$ cat src/rtl/e2q_pkg.sv
`default_nettype none
package e2q_pkg;

  // working width of all q30 values (sign plus headroom)
  localparam int QW = 34;

  typedef logic signed [QW-1:0] q_t;

  localparam q_t Q30_ONE = q_t'(64'sd1073741824);

  // odd taylor coefficients of sin(pi/2 * t), q30
  localparam q_t POLY_C1 = q_t'(64'sd1686629713);
  localparam q_t POLY_C3 = q_t'(-64'sd693598668);
  localparam q_t POLY_C5 = q_t'(64'sd85569306);
  localparam q_t POLY_C7 = q_t'(-64'sd5026995);
  localparam q_t POLY_C9 = q_t'(64'sd172272);

  // pipeline depth of one rounded q30 multiply
  localparam int MUL_LAT = 2;
  // pipeline depth of the sine polynomial
  localparam int SIN_LAT = 6 * MUL_LAT;

endpackage
`default_nettype wire

$ cat src/rtl/e2q_mul.sv
`default_nettype none
// q30 x q30 multiply, rounded half away from zero, plus an addend
// two stages: product, then round / sign / add
module e2q_mul (
  input  wire logic           clk,
  input  wire logic           en,
  input  e2q_pkg::q_t         a,
  input  e2q_pkg::q_t         b,
  input  e2q_pkg::q_t         addend,
  output e2q_pkg::q_t         p
);

  logic [31:0]       mag_a;
  logic [31:0]       mag_b;
  logic [63:0]       prod_r;
  logic              neg_r;
  e2q_pkg::q_t       add_r;
  logic [63:0]       rnd;
  e2q_pkg::q_t       mag_q;
  e2q_pkg::q_t       p_r;

  // operand magnitudes stay below 2^32
  always_comb begin
    mag_a = a[e2q_pkg::QW-1] ? 32'(-a) : 32'(a);
    mag_b = b[e2q_pkg::QW-1] ? 32'(-b) : 32'(b);
  end

  // stage one: unsigned product
  always_ff @(posedge clk) begin
    if (en) begin
      prod_r <= mag_a * mag_b;
      neg_r  <= a[e2q_pkg::QW-1] ^ b[e2q_pkg::QW-1];
      add_r  <= addend;
    end
  end

  // stage two: round back to q30, restore sign, add
  always_comb begin
    rnd   = prod_r + 64'(1 << 29);
    mag_q = e2q_pkg::q_t'(rnd[63:30]);
  end

  always_ff @(posedge clk) begin
    if (en) begin
      p_r <= (neg_r ? -mag_q : mag_q) + add_r;
    end
  end

  assign p = p_r;

endmodule
`default_nettype wire

$ cat config.mk
export PLATFORM = sky130hd
export DESIGN_NAME = e2q_mul
export DESIGN_NICKNAME = d
export VERILOG_FILES = /design/src/rtl/e2q_pkg.sv /design/src/rtl/e2q_mul.sv
export SDC_FILE = /design/constraint.sdc
export NUM_CORES = 2
export LEC_CHECK = 0
export ABC_AREA = 1
export BUFFER_PORTS_ARGS = -buffer_cell sky130_fd_sc_hd__clkbuf_2
export CORE_MARGIN = 8
export CORE_UTILIZATION = 51
export CTS_BUF_LIST = sky130_fd_sc_hd__clkbuf_4 sky130_fd_sc_hd__clkbuf_8
export DETAILED_ROUTE_END_ITERATION = 12
export GPL_TIMING_DRIVEN = 0
export PLACE_DENSITY = 0.81
export SLEW_MARGIN = 5
export SYNTH_ARGS = -nofsm -noshare
export SYNTH_HDL_FRONTEND = slang
export SYNTH_SLANG_ARGS = --single-unit
export TNS_END_PERCENT = 10
$ cat constraint.sdc
create_clock -name clk -period 8.8 [get_ports clk]
set_clock_uncertainty 0.2 [all_clocks]
set_input_delay 0.88 -clock clk [delete_from_list [all_inputs] [get_ports clk]]
set_output_delay 0.88 -clock clk [all_outputs]
set_load 0.01 [all_outputs]
# Word level (Yosys, flattened, before mapping)
# Index checks and enable logic that the tools add are counted.
# W data, S select, Z words.
# totals
register_bits	133
in_bits	104
out_inout_bits	34
# classes
n_addsub	5
n_mul	1
muxes	3
bitwise_logic	1
# ops
op	count
$add A64 B30 Y64 const B	1
$mul A32 B32 Y64	1
$mux W32	2
$neg A32 Y32	2
$add A34 B34 Y34	1
$mux W34	1
$neg A34 Y34	1
$xor A1 B1 Y1	1

# Longest topological paths before layout
# logic_depth
depth_word	4
depth_mapped	44
depth_no_buf	42

# Worst setup path after synthesis
# OpenSTA, ideal clock, no wires.
# synth_path
path_kind	input to register
startpoint	input b[0]
endpoint	register prod_r[61], data pin
setup_ps	252
arrival_time_ps	8368
required_ps	8348
setup_slack_ps	-21
cell_stages	36
path_buffers	2
path_cell_list	inv_2 clkbuf_1 ha_1 inv_1 nor3_1 inv_1 nor2_1 nand3_1 nor2_1 a31oi_1 xor2_1 clkbuf_1 nor2_1 fa_1 inv_1 fa_1 inv_1 fa_1 fa_1 fa_1 fa_1 fa_1 inv_1 fa_1 inv_1 ha_1 a21oi_1 o21a_1 inv_1 a21oi_1 o21a_1 nor2_1 nor3_1 nand2_1 nand2_1 nand2_1
# synth_via
elab_chain_len	3
# synth_rtl
element	line	text
from (decl)	e2q_mul.sv:8	input e2q_pkg::q_t b,
$neg A32 Y32	e2q_mul.sv:25	mag_b = b[e2q_pkg::QW-1] ? 32'(-b) : 32'(b);
$mux W32 (*)	e2q_mul.sv:25	
$mul A32 B32 Y64 (*)	e2q_mul.sv:31	prod_r <= mag_a * mag_b;
to (signal assigned)	e2q_mul.sv:31	
to (decl)	e2q_mul.sv:15	logic [63:0] prod_r;
# Every way passes the cells marked *; elsewhere a longest branch is shown, timed or not.
# A chain may end at the register's enable or synchronous reset.

# Worst setup path in the final report
# layout_path
startpoint	input a[0]
endpoint	register prod_r[63], data pin
# layout_via
elab_chain_len	3
# layout_rtl
element	line	text
from (decl)	e2q_mul.sv:7	input e2q_pkg::q_t a,
$neg A32 Y32	e2q_mul.sv:24	mag_a = a[e2q_pkg::QW-1] ? 32'(-a) : 32'(a);
$mux W32 (*)	e2q_mul.sv:24	
$mul A32 B32 Y64 (*)	e2q_mul.sv:31	
# Marked as above.

==> results_tabular.tex <==
\begin{tabular}{lr}
\hline
Metric & Value \\
\hline
\multicolumn{2}{l}{\textbf{Detailed routing}} \\
\quad Detailed Routing Iterations Pass 1 & 5 \\
\quad Vias per Instance & 5.63 \\
\quad Antenna-violating nets left & 0 \\
\quad Final wirelength & 165000 um \\
\quad Drt initial violations & 3545 \\
\quad Number of remaining DRC errors & 0 \\
\quad Total number of vias & 37700 \\
\quad Mean routed wirelength per cell & 24.7 um \\
\multicolumn{2}{l}{\textbf{Global route}} \\
\quad Leftover overflow at the end of global routing & 0 \\
\quad Number of antenna violations at the first check in global routing & 6 \\
\quad Maximum number of pins on one net before global-route repair & 54 \\
\quad First-pass GRT wire length & 244000 um \\
\quad Via count of the first global-routing pass & 39700 \\
\quad Global-route usage over all layers & 36.3\% \\
\multicolumn{2}{l}{\textbf{Setup path}} \\
\quad Crit-path most repeated cell & fa\_1 \\
\quad Arrival time worst endpoint & 8.79 ns \\
\quad Crit path required time & 8.76 ns \\
\quad Critical Setup Path Class & input pin to flip-flop \\
\quad Setup crit end kind & flip-flop \\
\quad Cell at the slowest stage of the critical path & fa\_1 \\
\quad Launching element type of the critical path & input pin \\
\quad Maximum fanout along the worst path & 10 \\
\quad Slowest Stage Delay on Critical Path & 0.62 ns \\
\multicolumn{2}{l}{\textbf{Floorplan}} \\
\quad IO Count & 138 \\
\quad Core Area & 0.0818 sq mm \\
\quad Die extent in y & 303 um \\
\quad Initial Util & 51.3\% \\
\quad Width of the die & 303 um \\
\quad Rows & 105 \\
\quad Total Die Area & 0.0918 sq mm \\
\multicolumn{2}{l}{\textbf{STA}} \\
\quad Sum of negative setup slack & -0.0564 ns \\
\quad Final clock period utilization by the worst path & 100\% \\
\quad Least setup slack across all paths after layout & -0.0240 ns \\
\quad Final Hold Fails & 0 \\
\quad Shortest period the worst path allows & 8.82 ns \\
\quad Worst-case headroom to the max-slew limit & 19.3\% \\
\quad F\_max & 0.113 GHz \\
\quad Final setup vio count & 3 \\
\quad Transition at the pin with the smallest max-transition slack & 1.21 ns \\
\quad RSZ-0062 raised after global routing & yes \\
\quad Final-report max-slew violation count & 0 \\
\multicolumn{2}{l}{\textbf{Logic synthesis}} \\
\quad Number of synthesized register bits & 104 \\
\quad Count of distinct cell types in the synthesized netlist & 55 \\
\quad Netlist Area Pre-Place & 0.0420 sq mm \\
\quad Share of the yosys chip area belonging to registers & 7.43\% \\
\quad Number of enable-type register cells in the synthesized netlist & 104 \\
\quad Most used flip-flop cell after synthesis & edfxtp\_1 \\
\quad Cell accounting for the most synthesized area & fa\_1 \\
\quad Post-synth top area share & 42.7\% \\
\quad Share of synthesized registers carrying an async set or reset & 0\% \\
\quad Nets in the synthesized netlist & 6654 \\
\quad Syn avg cell area & 7.84 sq um \\
\quad Cells after synthesis & 5357 \\
\quad Yosys synthesis warning count & 0 \\
\quad Top area cells in the synthesized netlist & fa\_1 43\%, inv\_1 11\%, nand2\_1 9.9\% \\
\multicolumn{2}{l}{\textbf{Final layout}} \\
\quad Area Growth Syn to Fin & 13.4\% \\
\quad Fraction of layout instances using a drive strength above 1 & 15.0\% \\
\quad Fill cell count & 7522 \\
\quad Fin area & 0.0476 sq mm \\
\quad Post-Layout Cell Count & 6697 \\
\quad Core Util, Final & 58.2\% \\
\quad Final net count & 6915 \\
\multicolumn{2}{l}{\textbf{Outcome}} \\
\quad Violated checks & negative setup slack \\
\quad Result of the run & finished, violations left \\
\multicolumn{2}{l}{\textbf{Placement}} \\
\quad Total cell area at the placement stage & 0.0441 sq mm \\
\quad Routability Congestion & 1.06 \\
\quad Port buffer count & 132 \\
\quad Placed wire-length estimate after detailed placement & 138000 um \\
\quad Placed cell count & 6560 \\
\multicolumn{2}{l}{\textbf{Clocking}} \\
\quad CTS tree & done \\
\quad Clock Pin Slew Worst Setup and Hold Paths & 0.11 ns \\
\quad Total CTS buffers & 9 \\
\quad Count of hold buffers inserted by post-cts repair & 0 \\
\quad H-Tree Level Count & 3 \\
\quad Total number of clock tree sinks & 104 \\
\quad Worst-skew pair later-pin latency & 0.40 ns \\
\quad Root buffer cell & clkbuf\_8 \\
\quad Largest buffer count on any clock path & 2 \\
\multicolumn{2}{l}{\textbf{Min path}} \\
\quad Type of the tightest min-delay check & flip-flop to flip-flop \\
\multicolumn{2}{l}{\textbf{Job}} \\
\quad Max-cap violations & 0 \\
\hline
\end{tabular}
-- state kept, by name, indices dropped and copies added, names as in the netlist --
signal	count
p	34
add_r	34
prod_r	35
neg_r	1
-- placed cells by master, fill, tap and decap left out, types with 22 or more instances in the layout --
master / Yosys / routed
xor2_1: 82 / 70
clkbuf_2: 0 / 160
xnor2_1: 27 / 25
nand2_1: 1109 / 1049
inv_2: 18 / 30
nor2_1: 777 / 714
nand2_4: 2 / 22
edfxtp_1: 104 / 104
buf_4: 5 / 128
ha_1: 297 / 267
o21ai_1: 6 / 29
buf_2: 60 / 22
inv_1: 1263 / 1230
a21oi_2: 0 / 42
nand4_1: 35 / 35
nor2_2: 18 / 65
a21oi_1: 126 / 80
clkbuf_4: 0 / 28
ha_4: 0 / 28
nand3_1: 133 / 131
nand2_2: 18 / 56
fa_1: 896 / 869
fa_2: 0 / 27
nor2_4: 8 / 24
o21ai_0: 106 / 63
-- worst max-delay path: cells and delay by family --
family                     cells  cell delay [ns]
AOI/OAI and AO/OA              3             0.43
adders and majority gates     10             4.54
and+or+nand+nor               16             1.82
buffers and inverters          9             1.08
-- timing repair --
item | in CTS | in global routing
gates resized for setup | 424 | 299
setup endpoints to repair | 35 | 35
pin swaps | 65 | 58
cloned | 0 | 2
buffers inserted | 80 | 38
-- final cells by class --
class,count,area [sq um],share of cell area [%]
diodes,4,10.0,0.0210
repair buffers,253,1770,3.71
clock inverters,7,66.3,0.139
inverters,1298,5000,10.5
plain buffers,160,1290,2.70
well taps,1070,1340,2.81
flip-flops and latches,104,3120,6.56
clock buffers,9,124,0.260
multi-input cells,3792,34900,73.3
-- cells in the mapped netlist, types with 2 or more instances --
library cell	instances
o2111ai_1	2
clkinv_1	16
o21ai_1	6
nor2_1	777
ha_1	297
o21bai_1	5
a211oi_1	4
a21o_1	13
nor3_1	29
a21oi_1	126
buf_2	60
nor4_1	9
o21a_1	11
nor2_2	18
xor2_4	2
xnor2_1	27
nand3_2	5
nor3_2	2
a31oi_1	16
buf_4	5
o211ai_1	5
nand2_4	2
nand4_1	35
fa_1	896
inv_1	1263
nor3_4	2
o21ai_0	106
buf_6	4
o31ai_1	6
nand3b_1	3
nand2_2	18
nand2_1	1109
buf_1	7
or2_2	17
nor2_4	8
xor2_2	4
inv_2	18
o221ai_1	3
nor4_2	2
nand3_1	133
edfxtp_1	104
clkbuf_1	87
nor2_8	2
xor2_1	82
-- worst paths after layout --
kind	startpoint	slack (ns)	cells past startpoint	endpoint
worst min register to register	add_r[0]	0.39	1	p[0]
worst max-delay path	a[0]	-0.02	38	prod_r[63]
worst min-delay path	add_r[0]	0.39	1	p[0]
worst max register to register	prod_r[30]	4.40	22	p[33]
-- layer usage --
metal,GRT usage (%),share of wire [%]
met5,0,0.015
met4,23.8,8.7
met3,9.96,12
met2,57.6,44
met1,43.4,36
-- kinds of logic after synthesis --
logic type / synth area share, %
xor+xnor: 2.56
compound gates: 4.10
simple gates: 21.0
buf+inv: 13.4
flops: 7.43
fa+ha+maj: 51.5
-- stage by stage --
stage	setup WS [ns]	hold WS (ns)
floorplan	-0.00252	0.326
finish	-0.0240	0.388
global route	-0.285	0.408
detailed placement	-3.06	0.349
global placement	-2.91	0.373
CTS	-0.00754	0.395
Power is not shown: default switching activity piles up to over one toggle a cycle in this logic, so the estimate is an artifact.
